`config.mk`:
```
export PLATFORM = sky130hd
export DESIGN_NAME = g3c_regs
export DESIGN_NICKNAME = d
export VERILOG_FILES = /design/src/hw/rtl/g3c_pkg.sv /design/src/hw/rtl/g3c_regs.sv
export SDC_FILE = /design/constraint.sdc
export NUM_CORES = 1
export LEC_CHECK = 0
export ABC_AREA = 1
export BUFFER_PORTS_ARGS = -buffer_cell sky130_fd_sc_hd__buf_2
export CAP_MARGIN = 20
export CORE_MARGIN = 2
export CORE_UTILIZATION = 41
export CTS_BUF_LIST = sky130_fd_sc_hd__clkbuf_2 sky130_fd_sc_hd__clkbuf_4 sky130_fd_sc_hd__clkbuf_8
export CTS_CLUSTER_DIAMETER = 50
export DETAILED_ROUTE_END_ITERATION = 8
export PLACE_DENSITY = 0.82
export SLEW_MARGIN = 15
export SYNTH_ARGS = -nofsm -noshare
export SYNTH_HDL_FRONTEND = slang
export SYNTH_SLANG_ARGS = --single-unit
```
`constraint.sdc`:
```
create_clock -name clk_i -period 0.95 [get_ports clk_i]
set_input_delay 0.0475 -clock clk_i [delete_from_list [all_inputs] [get_ports clk_i]]
set_output_delay 0.0475 -clock clk_i [all_outputs]
set_load 0.03 [all_outputs]
```
`src/hw/rtl/g3c_pkg.sv`:
```
// shared constants, types and helpers for the three-point centroid block
package g3c_pkg;
  localparam int MaxDim = 32;
  localparam int PixelBits = 16;
  localparam int StoreDepth = MaxDim * MaxDim;
  localparam int AddrBits = $clog2(StoreDepth);
  localparam int DimBits = $clog2(MaxDim + 1);
  localparam int PosBits = $clog2(MaxDim);
  localparam int CountBits = 11;
  localparam int LogBits = 21;
  localparam int SumBits = PixelBits + 3;

  localparam logic [1:0] RegRows = 2'd0;
  localparam logic [1:0] RegCols = 2'd1;
  localparam logic [1:0] RegFactor = 2'd2;

  typedef struct packed {
    logic [DimBits-1:0] rows;
    logic [DimBits-1:0] cols;
    logic [4:0]         factor;
  } cfg_t;

  typedef struct packed {
    logic [PosBits-1:0] row;
    logic [PosBits-1:0] col;
    logic [3:0]         sub_row;
    logic [3:0]         sub_col;
    logic               gauss_row;
    logic               gauss_col;
    logic               degenerate;
  } result_t;

  function automatic logic [DimBits-1:0] clamp_dim(input logic [5:0] v);
    logic [DimBits-1:0] r;
    if (v == 6'd0) r = DimBits'(1);
    else if (32'(v) > MaxDim) r = DimBits'(MaxDim);
    else r = DimBits'(v);
    return r;
  endfunction

  function automatic logic [4:0] clamp_factor(input logic [4:0] v);
    logic [4:0] r;
    if (v == 5'd0) r = 5'd1;
    else if (v > 5'd16) r = 5'd16;
    else r = v;
    return r;
  endfunction
endpackage

```
`src/hw/rtl/g3c_regs.sv`:
```
// configuration registers behind the apb port
module g3c_regs (
  input  logic        clk_i,
  input  logic        rst_ni,
  input  logic        psel,
  input  logic        penable,
  input  logic        pwrite,
  input  logic [3:0]  paddr,
  input  logic [31:0] pwdata,
  output logic [31:0] prdata,
  output g3c_pkg::cfg_t cfg_o
);
  logic [5:0] rows_q, cols_q;
  logic [4:0] fac_q;
  logic [1:0] idx;

  assign idx = paddr[3:2];

  always_ff @(posedge clk_i or negedge rst_ni) begin
    if (!rst_ni) begin
      rows_q <= 6'd8;
      cols_q <= 6'd8;
      fac_q <= 5'd4;
    end else if (psel && penable && pwrite) begin
      case (idx)
        g3c_pkg::RegRows: rows_q <= pwdata[5:0];
        g3c_pkg::RegCols: cols_q <= pwdata[5:0];
        g3c_pkg::RegFactor: fac_q <= pwdata[4:0];
        default: ;
      endcase
    end
  end

  always_comb begin
    case (idx)
      g3c_pkg::RegRows: prdata = {26'd0, rows_q};
      g3c_pkg::RegCols: prdata = {26'd0, cols_q};
      g3c_pkg::RegFactor: prdata = {27'd0, fac_q};
      default: prdata = '0;
    endcase
  end

  assign cfg_o.rows = g3c_pkg::clamp_dim(rows_q);
  assign cfg_o.cols = g3c_pkg::clamp_dim(cols_q);
  assign cfg_o.factor = g3c_pkg::clamp_factor(fac_q);
endmodule

```
==> results.yml <==
run_status:
  status: "finished with violations"
  violations: "negative setup slack"
layout:
  multiInputGateArea_um2: 691
  fillers: 237
  stdcell_count: 254
  layout-drive-gt1-share_pct: 40.8
  fin_util_pct: 60.7
  syn2layout_area_growth_pct: 39.4
  final-seq-area_um2: 430
  nets: 265
  n_antenna_cell: 0
sta:
  worst_slack_ps: -308
  fin_crit_ps: 1260
  grt_setup_unrepaired: "true"
  clock.fmax_ghz: 0.795
  finalCritPeriodShare_pct: 132
  setup_viol: 23
  slew_violations: 0
  hold_viol: 0
  finalClockSkew_ps: 0
place:
  dp_slack_ps: -3.00
  dpl.cell_count: 244
  dp_hpwl_mm: 2.12
  io_buffers: 35
  globalplace.congestion: 0.886
critical_path:
  crit_required_ps: 900
  end_kind: "output port"
  max_stage_delay_ps: 560
  crit_slowest_cell: "dfstp_2"
  critPathBufInv: 1
  cp_top_family: "flip-flops"
  setup.worst_path.class: "reg2out"
  crit_chain: "nor2_1 -> nand2_1 -> a21boi_1 -> buf_4"
  arrival_ps: 1210
  critPathLaunch: "fac_q[2]"
  r2r_start: "rows_q[5]"
  path_max_fanout: 4
  critPathLaunchType: "register"
clock_network:
  clockBufferDepth: 2
  cts_tree: "yes"
  htreeDepth: 1
  cts-root-buf: "clkbuf_4"
  clkSinkCount: 17
  clk_pin_slew_worst_paths_ps: 100
  cts-buffers-inserted: 3
  clk_latency_ps: 290
global_route:
  grt_pass1_vias: 1059
  grt_usage_pct: 18.3
  grt-ovfl-total: 0
  grt_first_pass_wirelength_mm: 4.73
  antenna_found_initial: 0
  grt_max_degree: 18
worst_hold_path:
  hold_path_class: "in2reg"
  holdCritStartpoint: "pwdata[1]"
floorplanning:
  io_pins: 90
  die-area_um2: 3380
  rows: 19
  start_util_pct: 43.5
  die_y_um: 58.1
  core_area_um2: 2760
  die_x_um: 58.1
synth:
  ys_ff_latch: 17
  synthDistinctLibCells: 19
  yosysTopAreaCell: "dfrtp_1"
  synth_top_area_share_pct: 29.2
  synth_area_um2: 1200
  avgSynthCellArea_um2: 6.70
  yosysWarningCount: 0
  synth_area_leaders: "dfrtp_1 29%, nand2_1 23%, buf_4 16%"
  ys_seq_area_share_pct: 35.8
  synthCells: 179
drt:
  vias_per_cell: 4.50
  wl_per_cell_um: 11.7
  ant_nets: 0
  wirelength_mm: 2.98
  vias: 1144
  drc: 0
  drt_first_pass_iters: 4
  drtIter0Drc: 47
job:
  cap_violations: 0
pwr:
  cellPowerDensity_nw_per_um2: 1980
  p_switching_uw: 1510
  peakVddDrop_mv: 1.24
  p_total_uw: 3310
  leakage_uw: 0.000940
  pwr-share-comb_pct: 55.3
  intPower_uw: 1810
  switching_share_pct: 45.5
  clockPowerShare_pct: 12.5
  seqPwrFrac_pct: 32.2
[power groups by stage]
| stage | registers [uW] | clock network [uW] | logic, uW |
|---|---|---|---|
| final | 1070 | 414 | 1830 |
| after CTS | 1060 | 424 | 1760 |
| after global routing | 1090 | 464 | 1960 |
| after floorplan | 1010 | 0 | 1120 |
| after global placement | 1050 | 0 | 1360 |
| after detailed placement | 1060 | 0 | 1380 |
[through the flow]
step	cell area (um^2)	hold slack (ps)	setup TNS, ps
after floorplan	1320	-248	-149
after global placement	1360	-20.4	0
after detailed placement	1360	-18.8	-3.00
after CTS	1640	5.55	-4580
after global routing	1670	7.64	-5900
final	1670	12.3	-4660
[repair_timing]
action                     4_1_cts  5_1_grt
buffers inserted                 0        2
setup endpoints to repair       23       23
gates resized for setup         63       10
pin swaps                       15        3
hold buffers                     4        0
hold endpoints to repair        22        0
[state kept, by name, indices dropped and copies added, names as in the netlist]
| signal | count |
|---|---|
| fac_q | 5 |
| rows_q | 6 |
| cols_q | 6 |
[cell type report]
type,instances,area share (%)
Multi-Input combinational cell,138,41.3
Sequential cell,17,25.7
Timing Repair Buffer,46,24.8
Inverter,18,4.04
Tap cell,31,2.32
Clock buffer,4,1.80
[final timing paths]
path	end	slack (ps)	cells past startpoint
worst max-delay path	cfg_o[2]	-310	4
worst min-delay path	rows_q[1]	10	3
worst max register to register	rows_q[5]	120	3
worst min register to register	cols_q[3]	500	2
max in group asynchronous	rows_q[3]	440	2
min in group asynchronous	cols_q[2]	200	2
[metal layers]
metal / wire (um) / track usage, % / vias up
li1: - / - / 565
met1: 1140 / 22.2 / 534
met2: 1660 / 33.1 / 40
met3: 134 / 2.68 / 5
met4: 42 / 5.98 / 0
met5: 0 / 0 / -
[tightest hold or removal path, delay by kind of cell]
family | cells | cell delay [ps]
buffers and inverters | 1 | 110
AND/OR/NAND/NOR | 2 | 110
[synthesized netlist by cell type, drive strengths merged]
cell type	n
nor2	23
nand3	8
a21boi	1
a21oi	1
inv	18
nand2	78
dfstp	3
clkbuf	5
dfrtp	14
buf	26
o22ai	1
conb	1
[cell usage in the layout, fill, tap and decap left out, types with 2 or more instances in the layout]
cell,count
nor2_1,8
nand3_1,2
nor2_4,8
dlygate4sd3_1,4
buf_2,12
buf_4,6
conb_1,26
dfrtp_1,13
dfstp_2,3
nand2_2,9
inv_2,7
nand3_2,6
nand2_4,2
nor2_2,7
clkbuf_4,4
nand2_1,67
buf_6,24
inv_1,11
[kinds of logic after synthesis]
logic type / count (synthesis) / synth area share, %
buffers and inverters: 49 / 23.7
other: 1 / 0.313
and+or+nand+nor: 109 / 38.7
AOI/OAI and AO/OA: 3 / 1.56
DFF: 17 / 35.8
Power figures use the tool's default switching activity.
