## src/hw/rtl/g3c_pkg.sv

```systemverilog
// shared constants, types and helpers for the three-point centroid block
package g3c_pkg;
  localparam int MaxDim = 32;
  localparam int PixelBits = 16;
  localparam int StoreDepth = MaxDim * MaxDim;
  localparam int AddrBits = $clog2(StoreDepth);
  localparam int DimBits = $clog2(MaxDim + 1);
  localparam int PosBits = $clog2(MaxDim);
  localparam int CountBits = 11;
  localparam int LogBits = 21;
  localparam int SumBits = PixelBits + 3;

  localparam logic [1:0] RegRows = 2'd0;
  localparam logic [1:0] RegCols = 2'd1;
  localparam logic [1:0] RegFactor = 2'd2;

  typedef struct packed {
    logic [DimBits-1:0] rows;
    logic [DimBits-1:0] cols;
    logic [4:0]         factor;
  } cfg_t;

  typedef struct packed {
    logic [PosBits-1:0] row;
    logic [PosBits-1:0] col;
    logic [3:0]         sub_row;
    logic [3:0]         sub_col;
    logic               gauss_row;
    logic               gauss_col;
    logic               degenerate;
  } result_t;

  function automatic logic [DimBits-1:0] clamp_dim(input logic [5:0] v);
    logic [DimBits-1:0] r;
    if (v == 6'd0) r = DimBits'(1);
    else if (32'(v) > MaxDim) r = DimBits'(MaxDim);
    else r = DimBits'(v);
    return r;
  endfunction

  function automatic logic [4:0] clamp_factor(input logic [4:0] v);
    logic [4:0] r;
    if (v == 5'd0) r = 5'd1;
    else if (v > 5'd16) r = 5'd16;
    else r = v;
    return r;
  endfunction
endpackage

```

## src/hw/rtl/g3c_log2.sv

```systemverilog
// iterative fixed-point log2, one squaring per cycle
module g3c_log2 (
  input  logic                            clk_i,
  input  logic                            rst_ni,
  input  logic                            start_i,
  input  logic [g3c_pkg::PixelBits-1:0]   x_i,
  output logic                            done_o,
  output logic [g3c_pkg::LogBits-1:0]     log_o
);
  logic [32:0] m_q, m_d;
  logic [4:0]  exp_q, exp_d;
  logic [15:0] frac_q, frac_d;
  logic [4:0]  cnt_q, cnt_d;
  logic        busy_q, busy_d;
  logic        zero_q, zero_d;
  logic [65:0] sq;
  logic [33:0] shifted;
  logic [4:0]  top;

  always_comb begin
    top = 5'd0;
    for (int i = 0; i < g3c_pkg::PixelBits; i++) begin
      if (x_i[i]) top = 5'(i);
    end
  end

  assign sq = 66'(m_q[31:0]) * 66'(m_q[31:0]);
  assign shifted = 34'(sq >> 31);

  always_comb begin
    m_d = m_q;
    exp_d = exp_q;
    frac_d = frac_q;
    cnt_d = cnt_q;
    busy_d = busy_q;
    zero_d = zero_q;
    if (start_i) begin
      m_d = 33'({17'd0, x_i} << (5'd31 - top));
      exp_d = top;
      frac_d = 16'd0;
      cnt_d = 5'd0;
      busy_d = 1'b1;
      zero_d = (x_i == '0);
    end else if (busy_q) begin
      if (shifted[32]) begin
        m_d = shifted[33:1];
        frac_d = {frac_q[14:0], 1'b1};
      end else begin
        m_d = shifted[32:0];
        frac_d = {frac_q[14:0], 1'b0};
      end
      cnt_d = cnt_q + 5'd1;
      if (cnt_q == 5'd15) busy_d = 1'b0;
    end
  end

  always_ff @(posedge clk_i or negedge rst_ni) begin
    if (!rst_ni) begin
      busy_q <= 1'b0;
      cnt_q <= '0;
    end else begin
      busy_q <= busy_d;
      cnt_q <= cnt_d;
    end
  end

  always_ff @(posedge clk_i) begin
    m_q <= m_d;
    exp_q <= exp_d;
    frac_q <= frac_d;
    zero_q <= zero_d;
  end

  assign done_o = busy_q && (cnt_q == 5'd15);
  assign log_o = zero_d ? '0 : {exp_q, frac_d};
endmodule

```

## config.mk

```make
export PLATFORM = sky130hd
export DESIGN_NAME = g3c_log2
export DESIGN_NICKNAME = d
export VERILOG_FILES = /design/src/hw/rtl/g3c_pkg.sv /design/src/hw/rtl/g3c_log2.sv
export SDC_FILE = /design/constraint.sdc
export NUM_CORES = 2
export LEC_CHECK = 0
export BUFFER_PORTS_ARGS = -buffer_cell sky130_fd_sc_hd__buf_2
export CAP_MARGIN = 0
export CORE_UTILIZATION = 50
export CTS_CLUSTER_DIAMETER = 120
export DETAILED_ROUTE_END_ITERATION = 8
export PLACE_DENSITY = 0.67
export SLEW_MARGIN = 20
export SYNTH_ARGS = -nofsm -noshare
export SYNTH_HDL_FRONTEND = slang
export SYNTH_SLANG_ARGS = --single-unit
export TNS_END_PERCENT = 10
```

## constraint.sdc

```tcl
create_clock -name clk_i -period 10.8 [get_ports clk_i]
set_input_delay 0 -clock clk_i [delete_from_list [all_inputs] [get_ports clk_i]]
set_output_delay 0 -clock clk_i [all_outputs]
set_load 0.01 [all_outputs]
```

==> impl_metrics.yaml <==
drt:
  drt_wl_total_um: 80600
  ant_nets: 0
  drc: 0
  vias: 22000
  wl_per_cell_um: 19.1
  dr.pass1.iters: 7
  post_drt_via_cell_ratio: 5.23
  drt-initial-drc-count: 1446
yosys:
  synth_flop_cell: "edfxtp_1"
  synth_top_area_frac: 0.502
  synth-edff-count: 36
  ys.warnings.count: 0
  synth.most_common_cell: "inv_1"
  ys_top_cells_by_count: "inv_1, fa_1, nand2_1"
  synth_seq_cells: 59
  synthArstFlopShare: 0.102
  yosys.area.top_type: "fa_1"
  synthCells: 3394
  avgSynthCellArea_sq_um: 9.39
  synthDistinctLibCells: 64
  synth_area_sq_um: 31900
  syn-num-nets: 4498
  synth_area_leaders: "fa_1, inv_1, ha_1"
  synth_seq_area_share: 0.0493
run:
  maxCapViolations: 0
clocking:
  clkTransAtPathRegs_ns: 0.05
  ctsHtreeMaxLevel: 3
  cts_buffers: 9
  clk_latency_ns: 0.32
  cts-root-buf: "clkbuf_16"
  cts.sinks: 59
  post-cts-setup-buffer-count: 0
  cts_tree: "yes"
  clk_path_buf_depth: 2
global_route:
  grt_max_degree: 87
  antenna_found_initial: 1
  grt_pass1_vias: 24300
  grt_use_total: 0.267
  grt_pass1_wl_um: 131000
  grt-ovfl-total: 0
sta:
  skew_ns: 0.00403
  setup_tns_ns: 0
  rsz0062_at_grt: "false"
  setup_viol: 0
  clock.fmax_mhz: 102
  slew_violations: 0
  finalCriticalPeriod_ns: 9.84
  tightest_slew_ns: 1.16
  fin_crit_sh: 0.911
  hold_violations: 0
  slew_headroom: 0.226
run_status:
  outcome: "finished, final reports clean"
setup_path:
  startpoint_type: "register"
  path_depth: 28
  cp_common_cell: "fa_1"
  crit_type: "reg2out"
  cp-startpoint: "m_q[23]$_DFFE_PP_"
  r2r_start: "m_q[23]$_DFFE_PP_"
  path_delay_family: "adder cells"
  cp_max_fo: 27
  r2r_cells: 27
  crit_required_ns: 10.80
  reg2reg_to: "m_q[20]$_DFFE_PP_"
  cp_slowest_cell: "edfxtp_1"
  worstPathArrival_ns: 9.84
  slowest_delay_ns: 1.06
  cp-end-kind: "output port"
  r2r_slack_ns: 1.23
  crit_buf_inv: 5
die:
  die-area_sq_um: 64700
  core_sq_um: 63000
  die_h_um: 254
  start_util: 0.506
  die_x_um: 254
  rows: 92
  num_io_pins: 41
place:
  io_buffers: 39
  dp_hpwl_um: 67500
  gp_congestion: 0.933
worst_hold_path:
  hold_class: "in2async"
final_layout:
  final_layout_size_suffix_gt1_frac: 0.0374
  n_antenna_cell: 0
  fillers: 5814
  nets: 4466
  syn_to_final_growth_pct: 4.33
-- timing repair --
action,CTS,global route
hold buffers,1,0
resized for setup,0,0
hold endpoints to repair,6,0
-- worst max-delay path by stage --
stage                              to  slack, ns
global placement             log_o[0]       1.44
floorplan           m_q[16]$_DFFE_PP_       2.83
global route                 log_o[0]       0.59
CTS                          log_o[0]       1.02
finish                       log_o[0]       0.96
detailed placement  m_q[20]$_DFFE_PP_       1.31
-- metrics by stage --
step                 util  cell area (sq um)  cells  hold slack, ns  setup slack, ns
floorplan               -              31900   3394          -0.296             2.83
global placement    0.523              32900   4194          -0.168             1.44
detailed placement  0.523              32900   4195          -0.169             1.31
CTS                 0.528              33200   4212          0.0325             1.02
global route        0.528              33200   4213          0.0719            0.590
finish              0.528              33200   4213          0.0375            0.956
-- cell families after synthesis --
| logic type | after synthesis | share of synthesized area |
|---|---|---|
| buffers and inverters | 1132 | 0.135 |
| AO/OA/AOI/OAI | 242 | 0.0503 |
| XOR/XNOR | 68 | 0.0193 |
| flip-flops | 59 | 0.0493 |
| adder cells (fa/ha/maj) | 1085 | 0.614 |
| AND/OR/NAND/NOR | 737 | 0.110 |
| multiplexers | 70 | 0.0225 |
| other | 1 | 0.000118 |
-- per-layer routing --
metal | up-vias | share of wire | GRT usage
li1 | 9898 | - | -
met1 | 11300 | 0.41 | 0.351
met2 | 673 | 0.50 | 0.463
met3 | 144 | 0.058 | 0.0292
met4 | 2 | 0.035 | 0.0816
met5 | - | 0.000087 | 0
-- flip-flops by register name, summed over array words and instances, names as in the netlist --
register	cells
cnt_q	5
frac_q	16
busy_q	1
m_q	32
exp_q	4
zero_q	1
-- worst register-to-register path: cells and delay by family (launching register included) --
kind / cells / cell delay, ns
XOR/XNOR: 2 / 0.37
AO/OA/AOI/OAI: 7 / 1.69
flip-flops: 1 / 1.06
multiplexers: 1 / 0.26
adder cells (fa/ha/maj): 9 / 3.98
AND/OR/NAND/NOR: 4 / 0.95
buffers and inverters: 4 / 0.98
-- cell usage in the layout, fill, tap and decap left out, drive strengths merged, types with 6 or more instances in the layout --
cell type | netlist | layout
ha | 287 | 287
and3 | 11 | 11
xor2 | 34 | 34
xnor2 | 34 | 34
dfrtp | 6 | 6
nor3 | 26 | 26
a21oi | 67 | 67
nand2b | 6 | 6
a41oi | 6 | 6
o22ai | 7 | 7
edfxtp | 36 | 36
clkbuf | 116 | 14
a211oi | 8 | 8
nand4 | 13 | 13
nand2 | 318 | 318
fa | 798 | 798
nand3 | 18 | 18
nor2 | 111 | 111
mux2i | 65 | 65
dfxtp | 17 | 17
buf | 14 | 86
or2 | 7 | 7
and2 | 206 | 206
inv | 1001 | 1001
o21bai | 7 | 7
o211ai | 12 | 12
o21a | 6 | 6
a21o | 41 | 41
a31oi | 7 | 7
a31o | 8 | 8
nor2b | 11 | 11
o21ai | 47 | 47
-- area by class of cell --
type,count,area (sq um),share of cell area
multi-input cells,2203,26000,0.782
inverters,1002,3760,0.113
flip-flops and latches,59,1570,0.0473
well taps,846,1060,0.0319
repair buffers,87,573,0.0172
clock buffers,14,264,0.00794
clock inverters,2,10.0,0.000301
Power is not shown: default switching activity piles up to over one toggle a cycle in this logic, so the estimate is an artifact.
