==> src/hw/rtl/g3c_divider.sv <==
// restoring divider, one quotient bit per cycle
module g3c_divider (
  input  logic        clk_i,
  input  logic        rst_ni,
  input  logic        start_i,
  input  logic [31:0] num_i,
  input  logic [31:0] den_i,
  output logic        done_o,
  output logic [31:0] quo_o
);
  logic [31:0] quo_q, den_q;
  logic [32:0] rem_q;
  logic [5:0]  cnt_q;
  logic        busy_q;
  logic [32:0] trial;

  assign trial = {rem_q[31:0], quo_q[31]};

  always_ff @(posedge clk_i or negedge rst_ni) begin
    if (!rst_ni) begin
      busy_q <= 1'b0;
      cnt_q <= '0;
    end else if (start_i) begin
      busy_q <= 1'b1;
      cnt_q <= '0;
    end else if (busy_q) begin
      cnt_q <= cnt_q + 6'd1;
      if (cnt_q == 6'd31) busy_q <= 1'b0;
    end
  end

  always_ff @(posedge clk_i) begin
    if (start_i) begin
      quo_q <= num_i;
      den_q <= den_i;
      rem_q <= '0;
    end else if (busy_q) begin
      if (trial >= {1'b0, den_q}) begin
        rem_q <= trial - {1'b0, den_q};
        quo_q <= {quo_q[30:0], 1'b1};
      end else begin
        rem_q <= trial;
        quo_q <= {quo_q[30:0], 1'b0};
      end
    end
  end

  // done marks the last step, the quotient is held from the next cycle on
  assign done_o = busy_q && (cnt_q == 6'd31);
  assign quo_o = quo_q;
endmodule

==> config.mk <==
export PLATFORM = sky130hd
export DESIGN_NAME = g3c_divider
export DESIGN_NICKNAME = d
export VERILOG_FILES = /design/src/hw/rtl/g3c_divider.sv
export SDC_FILE = /design/constraint.sdc
export NUM_CORES = 1
export LEC_CHECK = 0
export BUFFER_PORTS_ARGS = -buffer_cell sky130_fd_sc_hd__buf_4
export CAP_MARGIN = 0
export CORE_MARGIN = 2
export CORE_UTILIZATION = 53
export CTS_BUF_LIST = sky130_fd_sc_hd__clkbuf_4
export DETAILED_ROUTE_END_ITERATION = 6
export MAX_ROUTING_LAYER = met4
export PLACE_DENSITY = 0.9
export SLEW_MARGIN = 25
export SYNTH_ARGS = -nofsm -noshare
export SYNTH_HDL_FRONTEND = slang
export SYNTH_SLANG_ARGS = --single-unit
==> constraint.sdc <==
create_clock -name clk_i -period 2.9 [get_ports clk_i]
set_clock_uncertainty 0.1 [all_clocks]
set_input_delay 0.145 -clock clk_i [delete_from_list [all_inputs] [get_ports clk_i]]
set_output_delay 0.145 -clock clk_i [all_outputs]
set_load 0.02 [all_outputs]
==> PnR_summary.wiki, run 1 <==
{| class="wikitable"
! Metric !! Value
|-
| Power per cell area || 802 mW/mm²
|-
| Syn_nets || 670
|-
| R2R Setup Slk || -0.20 ns
|-
| Cell with the most instances after synthesis || edfxtp_1
|-
| Total gr overflow || 0
|-
| Clock slew seen by the registers of the worst setup and hold paths || 0.18 ns
|-
| Violations in the final reports || negative setup slack
|-
| Number of global-route vias before repair || 5272
|-
| Via count || 5306
|-
| Element type at the critical path end || flop
|-
| Starting utilization of the core area || 54.1%
|-
| Total routing usage reported by global routing || between 20% and 30%
|-
| Outcome || finished, violations left
|-
| Fraction of post-synthesis cell area in the top cell type by area || about a third
|-
| Final period utilization || 107%
|-
| Fin. max-slew vios || 0
|-
| Total Die Area || 0.0119 mm²
|-
| Buffer type at the clock tree root || clkbuf_4
|-
| F_max || around 320 MHz
|-
| Placeable Area || 0.0108 mm²
|-
| Worst Path Max Fanout || 2
|-
| Final worst slack || -0.202 ns
|-
| Worst hold path cell count || 2
|-
| Total power || 6.59 mW
|-
| Post-Layout Inst Area || 0.00821 mm²
|-
| Static leakage || 3.51 nW
|-
| Total number of clock tree sinks || 103
|-
| Required time at the worst-slack endpoint || about 3.2 ns
|-
| First-pass GRT wire length || ~25000 µm
|-
| I/O pin cnt || 100
|-
| Number of nets in the finished design || 874
|-
| Mapped cell area || roughly 0.0059 mm²
|-
| Routed length per instance || about 18 µm
|-
| Number of routed nets with antenna violations || 0
|-
| Cell count after placement || 818
|-
| Count of port buffers added during placement || 99
|-
| Gp weighted congestion || roughly 0.95
|-
| CTS tree || yes
|-
| Worst max-slew margin expressed relative to the limit || 59.3%
|-
| Die boundary width || 109 µm
|-
| Share of the yosys chip area belonging to registers || a little under half
|-
| WS Path Type || reg2reg
|-
| Crit path DAT || 3.44 ns
|-
| Final core occ || 75.8%
|-
| FF-to-FF Start || den_q[0]$_DFFE_PP_
|-
| Total cell area at the placement stage || between 0.006 and 0.007 mm²
|-
| Maximum count of clock buffers along a single path || 2
|-
| Post-DP HPWL || 10200 µm
|-
| Number of flip-flops and latches in the synthesized netlist || around 100
|-
| Maximum number of pins on one net before global-route repair || 42
|-
| Synthesized instance count || ~570
|-
| Number of diodes || 0
|-
| Drt first-iter violations || roughly 400
|-
| Startpoint of the tightest hold check path || start_i
|-
| Cell type with the largest total area after synthesis || edfxtp_1
|-
| Final critical-path required period || 3.10 ns
|-
| Flip-flop cell with the highest count after synthesis || edfxtp_1
|-
| Top post-synthesis cells by count || edfxtp_1, nor2_1, a21oi_1, inv_1, nand2_1
|-
| Vias per inst || 5.78
|-
| Worst-case vdd ir drop || 393 µV
|-
| Type of origin of the critical path || flop
|-
| Layout cells sized above 1 || 32.3%
|-
| Worst Hold Endpoint || quo_o[28]$_DFFE_PP_
|-
| Area growth from synthesis to layout || 39.9%
|-
| Final setup violation count || 26
|-
| Pin slew with the least headroom to its limit || 0.609 ns
|-
| Number of levels the H-tree was split into || 3
|-
| Clock Latency Late Sink || 0.51 ns
|-
| Clock buffer count from CTS || 9
|-
| Maximum Capacitance Violations || 0
|-
| Unrepaired setup endpoints after global routing || true
|-
| Largest cells by area after synthesis || edfxtp_1, dfxtp_1, ha_1
|-
| Placement row count || 38
|-
| Router iterations before antenna repair || 5
|-
| Type of the tightest min-delay check || in2reg
|-
| Hold Fails Final Rpt || 0
|-
| Antenna violations before repair || 0
|-
| Post-synth EDFFs || 64
|-
| Synth warn || 0
|-
| Total DRC errors in the routed layout || 0
|-
| Unique masters post-synth || slightly above 60
|-
| Die Y-Extent || between 100 and 150 µm
|-
| Post-synthesis average cell area || a little over 10 µm²
|-
| Share of flip-flops with an asynchronous set or reset || 6.80%
|-
| Count of placed standard cells in the final layout, fillers left out || 918
|-
| Routed wire length || 16500 µm
|-
| Terminus of the critical flop-to-flop path || rem_q[30]$_SDFFE_PP0P_
|-
| R2R depth || 11
|}
-- power by group --
group          switching, mW  internal, mW
registers              0.261          1.86
logic                   1.91          1.82
clock network          0.539         0.202
total                   2.71          3.88
-- layer usage --
layer	routed length, µm	track usage, %	up-vias
li1	-	-	2473
met1	6670	31.8	2514
met2	8110	47.2	258
met3	1090	6.40	61
met4	615	10.4	0
met5	0	-	-
-- placed cells by master, fill, tap and decap left out, types with 5 or more instances in the layout --
master / instances
a21o_1: 15
mux2_2: 32
ha_4: 9
a211oi_1: 17
inv_1: 43
nor2b_1: 7
clkbuf_4: 11
a211oi_2: 5
nand2b_1: 5
o21ai_0: 15
a21oi_2: 5
nand2_1: 38
nand4_1: 6
a21oi_1: 41
xor2_1: 15
dfrtp_1: 7
buf_4: 138
dlygate4sd3_1: 69
mux2i_1: 5
nor3_1: 12
dfxtp_1: 32
edfxtp_1: 64
nor2_1: 54
xnor2_1: 12
ha_1: 22
-- critical path, stage by stage, from the launching register on --
cell       delay, ns
edfxtp_1        0.47
ha_2            0.24
fa_2            0.35
nand2b_4        0.16
a21oi_2         0.13
a211oi_2        0.07
a2bb2oi_2       0.16
o211a_4         0.27
o311a_4         0.32
o31ai_4         0.19
mux2_4          0.33
a311oi_2        0.25
-- worst max-delay path by stage --
| stage | endpoint | start | slack, ns |
|---|---|---|---|
| 5_1_grt | rem_q[7]$_SDFFE_PP0P_ | den_q[1]$_DFFE_PP_ | -0.25 |
| 6_report | rem_q[30]$_SDFFE_PP0P_ | den_q[0]$_DFFE_PP_ | -0.20 |
| 3_5_place_dp | rem_q[30]$_SDFFE_PP0P_ | quo_o[31]$_DFFE_PP_ | -0.11 |
| 2_1_floorplan | rem_q[30]$_SDFFE_PP0P_ | quo_o[31]$_DFFE_PP_ | -0.17 |
| 3_3_place_gp | rem_q[30]$_SDFFE_PP0P_ | quo_o[31]$_DFFE_PP_ | 0.01 |
| 4_1_cts | rem_q[30]$_SDFFE_PP0P_ | quo_o[31]$_DFFE_PP_ | -0.11 |
-- sequential cells by signal (all words and copies together), names as in the netlist --
| register | flops |
|---|---|
| cnt_q | 6 |
| busy_q | 1 |
| quo_o | 32 |
| rem_q | 32 |
| den_q | 32 |
-- cell families (layout without fill, tap and decap cells) --
family / Yosys count / in the layout / synth area share (%)
compound gates: 152 / 152 / 18.3
xor+xnor: 28 / 28 / 4.18
fa+ha+maj: 34 / 34 / 7.38
buf+inv: 67 / 276 / 4.67
flops: 103 / 103 / 46.6
mux: 39 / 39 / 7.38
simple gates: 146 / 146 / 11.4
-- metrics by stage --
step	TNS, ns	setup slack [ns]	hold WS, ns
after floorplan	-0.166	-0.166	-0.251
after global placement	0	0.0117	-0.142
after detailed placement	-0.117	-0.114	-0.134
after CTS	-0.109	-0.109	0.0964
after global routing	-5.37	-0.250	0.0967
final	-2.21	-0.202	0.108
-- cell type report --
type	count	area [µm²]
timing repair buffer	215	1840
fill	685	2630
sequential	103	2740
multi-input combinational	399	3160
clock buffer	10	75.1
tap	140	175
inverter	45	169
clock inverter	6	51.3
-- timing repair --
item	CTS	global route
hold buffers	69	0
resized for setup	3	56
endpoints found under the hold margin	80	0
setup endpoints to repair	4	33
pin swaps	4	23
cloned	0	1
buffers inserted	3	11
(Power assumes the default switching activity.)
==> run 2: changes to the inputs <==
--- a/config.mk
+++ b/config.mk
@@ -11,6 +11,7 @@
 export CORE_UTILIZATION = 53
 export CTS_BUF_LIST = sky130_fd_sc_hd__clkbuf_4
 export DETAILED_ROUTE_END_ITERATION = 6
+export GPL_TIMING_DRIVEN = 0
 export MAX_ROUTING_LAYER = met4
 export PLACE_DENSITY = 0.9
 export SLEW_MARGIN = 25
==> PnR_summary.wiki, run 2 (synthesized netlist as in run 1, its figures left out) <==
{| class="wikitable"
! Metric !! Value
|-
| Number of nets in the finished design || 882 (+0.92%)
|-
| Via count || 5575 (+5.1%)
|-
| Total area of multi-input combinational cells || 0.00329 mm² (+4.0%)
|-
| Hold Fails Final Rpt || 0 (unchanged)
|-
| Element type at the critical path end || flop
|-
| Setup total negative slack || -4.01 ns (-1.80 ns)
|-
| Die boundary width || 109 µm (unchanged)
|-
| Placeable Area || 0.0108 mm² (unchanged)
|-
| Total Die Area || 0.0119 mm² (unchanged)
|-
| Number of diodes || 0 (unchanged)
|-
| Count of port buffers added during placement || 99 (unchanged)
|-
| Unrepaired setup endpoints after global routing || true
|-
| Number of global-route vias before repair || 5504 (+4.4%)
|-
| Final worst slack || -0.227 ns (-0.0247 ns)
|-
| Pre-CTS WS || -0.269 ns (-0.155 ns)
|-
| Clock buffer count from CTS || 9 (unchanged)
|-
| Total DRC errors in the routed layout || 0 (unchanged)
|-
| Register area || 0.00274 mm² (unchanged)
|-
| Post-DP HPWL || 10800 µm (+6.2%)
|-
| Antenna violations before repair || 0 (unchanged)
|-
| Drt first-iter violations || 409 (+2.0%)
|-
| Area growth from synthesis to layout || 43.5%
|-
| Count of placed standard cells in the final layout, fillers left out || 926 (+0.87%)
|-
| F_max || 320 MHz (-0.79%)
|-
| Vias per inst || 6.02 (+4.2%)
|-
| Most frequent cells in the layout || buf_4, dlygate4sd3_1, edfxtp_1
|-
| Most common cell after layout, fill and taps aside || buf_4
|-
| Worst Path Max Fanout || 6 (+4)
|-
| Total number of clock tree sinks || 103 (unchanged)
|-
| Final critical-path required period || 3.13 ns (+0.0247 ns)
|-
| Fin. max-slew vios || 0 (unchanged)
|-
| Crit path DAT || 3.41 ns (-0.03 ns)
|-
| Clock slew seen by the registers of the worst setup and hold paths || 0.18 ns (about the same)
|-
| Final setup violation count || 32 (+23%)
|-
| Type of the tightest min-delay check || in2reg
|-
| Routed length per instance || 19.6 µm (+9.2%)
|-
| Power per cell area || 850 mW/mm² (+6.0%)
|-
| Post-Layout Inst Area || 0.00842 mm² (+2.5%)
|-
| Final period utilization || 108% (+0.85 points)
|-
| Total cell area at the placement stage || 0.00680 mm² (-2.3%)
|-
| Worst-case vdd ir drop || 514 µV (+31%)
|-
| Violations in the final reports || negative setup slack
|-
| Required time at the worst-slack endpoint || 3.19 ns (-0.05 ns)
|-
| First-pass GRT wire length || 26100 µm (+6.2%)
|-
| WS Path Type || reg2reg
|-
| Routed wire length || 18200 µm (+10%)
|-
| Placement row count || 38 (unchanged)
|-
| Gp weighted congestion || 0.965 (+1.5%)
|-
| Pin slew with the least headroom to its limit || 0.830 ns (+0.221 ns)
|-
| Maximum number of pins on one net before global-route repair || 34 (-19%)
|-
| I/O pin cnt || 100 (unchanged)
|-
| Clock Latency Late Sink || 0.50 ns (about the same)
|-
| Router iterations before antenna repair || 5 (unchanged)
|-
| Die Y-Extent || 109 µm (unchanged)
|-
| Outcome || finished, violations left
|-
| Filler instances || 661 (-3.5%)
|-
| Number of levels the H-tree was split into || 3 (unchanged)
|-
| Number of routed nets with antenna violations || 0 (unchanged)
|-
| Buffer type at the clock tree root || clkbuf_4
|-
| Starting utilization of the core area || 54.1% (unchanged)
|-
| Total gr overflow || 0 (unchanged)
|-
| CTS tree || yes
|-
| Cell count after placement || 808 (-1.2%)
|-
| Worst max-slew margin expressed relative to the limit || 44.5% (-15 points)
|-
| Total routing usage reported by global routing || 29.3% (+1.7 points)
|-
| Layout cells sized above 1 || 34.7% (+2.5 points)
|-
| Static leakage || 3.56 nW (+1.6%)
|-
| Type of origin of the critical path || flop
|-
| Maximum Capacitance Violations || 0 (unchanged)
|-
| Maximum count of clock buffers along a single path || 2 (unchanged)
|}
[run 2: path summary, 6_finish.rpt]
check,endpoint,start,cells after the start,slack [ns]
max,rem_q[2]$_SDFFE_PP0P_,den_q[1]$_DFFE_PP_,15,-0.23
min,den_q[24]$_DFFE_PP_,den_i[24],2,0.24
max reg2reg,rem_q[2]$_SDFFE_PP0P_,den_q[1]$_DFFE_PP_,15,-0.23
min reg2reg,rem_q[21]$_SDFFE_PP0P_,rem_q[21]$_SDFFE_PP0P_,2,0.40
max in group asynchronous,cnt_q[2]$_DFFE_PN0P_,rst_ni,3,1.94
min in group asynchronous,cnt_q[3]$_DFFE_PN0P_,rst_ni,3,0.49
[run 2: per-layer routing]
| layer | vias up | global-route usage (%) | wire length [µm] |
|---|---|---|---|
| met4 | 0 | 10.7 | 811 |
| met2 | 327 | 49.1 | 8920 |
| met1 | 2660 | 34.4 | 7000 |
| met3 | 95 | 7.17 | 1430 |
| li1 | 2493 | - | - |
| met5 | - | - | 0 |
[run 2: power breakdown]
part	switching, mW	total, mW	internal, mW
combinational	2.23	4.29	2.06
sequential	0.288	2.15	1.86
clock	0.534	0.720	0.187
[run 2: final cells by class]
type / count / share of cell area (%)
buffer: 22 / 1.84
clock buffer: 9 / 0.802
clock inverter: 7 / 0.683
inverter: 45 / 2.01
multi-input combinational: 399 / 39.0
sequential: 103 / 32.5
tap: 140 / 2.08
timing repair buffer: 201 / 21.1
[run 2: timing repair]
item / 4_1_cts / 5_1_grt
setup buffers: 8 / 21
resized for setup: 12 / 110
hold buffers: 66 / 1
endpoints found under the setup margin: 33 / 33
endpoints found under the hold margin: 71 / 12
gates cloned: 0 / 6
pin swaps: 8 / 49
[run 2: per-stage QoR]
step	total power [mW]	utilization, %	hold WS [ns]
global route	7.50	77.7	0.211
CTS	5.80	71.1	0.00858
global placement	4.77	62.8	-0.143
detailed placement	4.89	62.8	-0.137
floorplan	4.19	-	-0.251
finish	7.16	77.7	0.245
[run 2: critical path, stage by stage (launching register included)]
cell	delay [ns]
edfxtp_1	0.44
inv_1	0.07
ha_1	0.31
nor2b_1	0.15
o211ai_1	0.24
a21boi_2	0.12
o31ai_2	0.23
buf_4	0.17
a31oi_4	0.13
buf_6	0.16
a21oi_4	0.23
buf_6	0.19
clkbuf_16	0.16
nor2_1	0.06
a21oi_2	0.15
o21ai_1	0.08
==> run 3: changes to the inputs <==
--- a/config.mk
+++ b/config.mk
@@ -8,12 +8,12 @@
 export BUFFER_PORTS_ARGS = -buffer_cell sky130_fd_sc_hd__buf_4
 export CAP_MARGIN = 0
 export CORE_MARGIN = 2
-export CORE_UTILIZATION = 53
+export CORE_UTILIZATION = 55
 export CTS_BUF_LIST = sky130_fd_sc_hd__clkbuf_4
 export DETAILED_ROUTE_END_ITERATION = 6
 export GPL_TIMING_DRIVEN = 0
 export MAX_ROUTING_LAYER = met4
-export PLACE_DENSITY = 0.9
+export PLACE_DENSITY = 0.89
 export SLEW_MARGIN = 25
 export SYNTH_ARGS = -nofsm -noshare
 export SYNTH_HDL_FRONTEND = slang
==> constraint.sdc (replaced) <==
create_clock -name clk_i -period 3.4 [get_ports clk_i]
set_clock_uncertainty 0.1 [all_clocks]
set_input_delay 0.17 -clock clk_i [delete_from_list [all_inputs] [get_ports clk_i]]
set_output_delay 0.17 -clock clk_i [all_outputs]
set_load 0.02 [all_outputs]
==> PnR_summary.wiki, run 3 (synthesized netlist as in run 1, its figures left out) <==
{| class="wikitable"
! Metric !! Value
|-
| WS Path Type || reg2reg
|-
| Buffer type at the clock tree root || clkbuf_4
|-
| Worst Path Max Fanout || 4 (-2)
|-
| Starting utilization of the core area || 56.9% (+2.7 points)
|-
| CP Launch Point || quo_o[31]$_DFFE_PP_
|-
| Antenna violations before repair || 0 (unchanged)
|-
| Most common cell after layout, fill and taps aside || buf_4
|-
| Worst hold path cell count || 1 (-1)
|-
| I/O pin cnt || 100 (unchanged)
|-
| Number of global-route vias before repair || 5272 (-4.2%)
|-
| Number of diodes || 0 (unchanged)
|-
| First-pass GRT wire length || 25900 µm (-0.64%)
|-
| Most frequent cells in the layout || buf_4, dlygate4sd3_1, edfxtp_1
|-
| Register area || 0.00274 mm² (unchanged)
|-
| Routed length per instance || 18.2 µm (-7.5%)
|-
| Type of the tightest min-delay check || in2reg
|-
| Startpoint of the tightest hold check path || start_i
|-
| Clock buffer count from CTS || 9 (unchanged)
|-
| Pre-CTS WS || -0.0459 ns (+0.223 ns)
|-
| Crit path DAT || 3.63 ns (+0.22 ns)
|-
| CTS tree || yes
|-
| Worst max-slew margin expressed relative to the limit || 47.6% (+3.1 points)
|-
| Final critical-path required period || 3.32 ns (+0.193 ns)
|-
| Clock slew seen by the registers of the worst setup and hold paths || 0.19 ns (about the same)
|-
| Drt first-iter violations || 345 (-16%)
|-
| Post-DP HPWL || 10600 µm (-2.3%)
|-
| FF-to-FF Start || quo_o[31]$_DFFE_PP_
|-
| Router iterations before antenna repair || 5 (unchanged)
|-
| Pin slew with the least headroom to its limit || 0.784 ns (-0.0461 ns)
|-
| Die Y-Extent || 107 µm (-1.8%)
|-
| Required time at the worst-slack endpoint || 3.71 ns (+0.52 ns)
|-
| Die boundary width || 107 µm (-1.8%)
|-
| Maximum count of clock buffers along a single path || 2 (unchanged)
|-
| R2R Setup Slk || 0.08 ns (+0.31 ns)
|-
| Maximum number of pins on one net before global-route repair || 34 (unchanged)
|-
| F_max || 301 MHz (-5.8%)
|-
| Post-Layout Inst Area || 0.00762 mm² (-9.5%)
|-
| Outcome || finished clean
|-
| Switching power || 2.10 mW (-31%)
|-
| Count of placed standard cells in the final layout, fillers left out || 888 (-4.1%)
|-
| Final period utilization || 97.6% (-10 points)
|-
| Total area of multi-input combinational cells || 0.00289 mm² (-12%)
|-
| Power per cell area || 651 mW/mm² (-23%)
|-
| Placement row count || 37 (-2.6%)
|-
| Total number of clock tree sinks || 103 (unchanged)
|-
| R2R depth || 12 (-3)
|-
| Clock Latency Late Sink || 0.50 ns (about the same)
|-
| Hold Fails Final Rpt || 0 (unchanged)
|-
| Static leakage || 3.27 nW (-8.2%)
|-
| Element type at the critical path end || flop
|-
| Unrepaired setup endpoints after global routing || false
|-
| Terminus of the critical flop-to-flop path || rem_q[30]$_SDFFE_PP0P_
|-
| Cell count after placement || 804 (-0.50%)
|-
| Gp weighted congestion || 0.929 (-3.8%)
|-
| Power share of the sequential group || 36.2% (+6.1 points)
|-
| Worst Hold Endpoint || den_q[0]$_DFFE_PP_
|-
| Total gr overflow || 0 (unchanged)
|-
| Vias per inst || 5.82 (-3.3%)
|-
| Number of levels the H-tree was split into || 3 (unchanged)
|-
| Placeable Area || 0.0103 mm² (-4.8%)
|-
| Total power || 4.96 mW (-31%)
|-
| Total DRC errors in the routed layout || 0 (unchanged)
|-
| Final worst slack || 0.0808 ns (+0.307 ns)
|-
| Critical-path cell list || inv_1 -> ha_2 -> fa_2 -> nand2b_1 -> a21oi_2 -> a211oi_2 -> a2bb2oi_2 -> o211a_4 -> o311a_4 -> o31ai_4 -> mux2_4 -> a311oi_2
|-
| Routed wire length || 16100 µm (-11%)
|-
| Setup total negative slack || 0 ns (+4.01 ns)
|-
| Final setup violation count || 0 (-100%)
|-
| Net switching share of the total power || 42.3% (-0.32 points)
|-
| Count of port buffers added during placement || 99 (unchanged)
|-
| Int Pwr || 2.86 mW (-30%)
|-
| Fin. max-slew vios || 0 (unchanged)
|-
| Filler instances || 673 (+1.8%)
|-
| Critical path's largest stage delay || 0.41 ns (-0.03 ns)
|-
| Total Die Area || 0.0115 mm² (-3.5%)
|-
| Area growth from synthesis to layout || 29.9%
|-
| Number of routed nets with antenna violations || 0 (unchanged)
|-
| Maximum Capacitance Violations || 0 (unchanged)
|-
| Type of origin of the critical path || flop
|-
| Combinational fraction of design power || 51.1% (-8.8 points)
|-
| Clk pwr share || 12.7% (+2.6 points)
|-
| Number of nets in the finished design || 848 (-3.9%)
|-
| Total cell area at the placement stage || 0.00678 mm² (-0.31%)
|-
| Layout cells sized above 1 || 23.7% (-11 points)
|-
| Via count || 5170 (-7.3%)
|-
| Worst-case vdd ir drop || 370 µV (-28%)
|-
| Critical-path cell with the highest stage delay || edfxtp_1
|-
| Total routing usage reported by global routing || 29.9% (+0.53 points)
|}
[run 3: cell types whose count changed in the layout (fill, tap and decap cells not counted), moves of 6 or more]
cell      change
buf_6        -14
buf_4        -13
nor2_1       +11
a21oi_1      +10
ha_1          +9
a21oi_2       -7
nor2_4        -7
a211oi_1      +6
a211oi_2      -6
ha_4          -6
[run 3: worst max-delay path by stage]
stage	end	slack, ns	cells after the start
3_3_place_gp	rem_q[30]$_SDFFE_PP0P_	0.03	12
5_1_grt	rem_q[30]$_SDFFE_PP0P_	0.03	12
2_1_floorplan	rem_q[30]$_SDFFE_PP0P_	0.12	12
6_report	rem_q[30]$_SDFFE_PP0P_	0.08	12
4_1_cts	rem_q[30]$_SDFFE_PP0P_	0.04	12
3_5_place_dp	rem_q[30]$_SDFFE_PP0P_	-0.05	12
[run 3: area by class of cell]
class	instances	area share [%]
clock buffers	9	0.886
multi-input cells	399	37.9
plain buffers	22	1.38
well taps	136	2.23
inverters	45	2.22
clock inverters	7	0.870
flip-flops and latches	103	35.9
repair buffers	167	18.6
[run 3: power by group through the flow]
stage | registers, mW | clock network, mW | logic (mW)
global route | 1.82 | 0.681 | 2.76
floorplan | 1.81 | 0 | 1.75
global placement | 1.80 | 0 | 2.27
finish | 1.80 | 0.632 | 2.54
detailed placement | 1.81 | 0 | 2.36
CTS | 1.78 | 0.635 | 2.45
[run 3: layer usage]
| layer | wire [µm] | global-route usage (%) |
|---|---|---|
| met3 | 1110 | 6.36 |
| met4 | 402 | 10.8 |
| met2 | 7900 | 50.2 |
| met1 | 6700 | 35.6 |
| met5 | 0 | - |
[run 3: through the flow]
step / hold WS, ns / utilization (%)
6_report: 0.0387 / 73.9
5_1_grt: 0.0245 / 73.9
4_1_cts: 0.0455 / 73.6
3_5_place_dp: -0.111 / 65.7
3_3_place_gp: -0.117 / 65.7
2_1_floorplan: -0.226 / -
[run 3: worst max-delay path: cells and delay by family, from the launching register on]
family          cells  cell delay, ns
compound gates      7            1.61
fa+ha+maj           2            0.55
flops               1            0.41
mux                 1            0.33
simple gates        1            0.18
buf+inv             1            0.07
[run 3: repair_timing]
item / in CTS / in global routing
resized for setup: 3 / 5
setup buffers: 1 / 1
setup endpoints to repair: 1 / 20
endpoints found under the hold margin: 71 / 0
gates cloned: 0 / 0
hold buffers: 66 / 0
pin swaps: 0 / 1
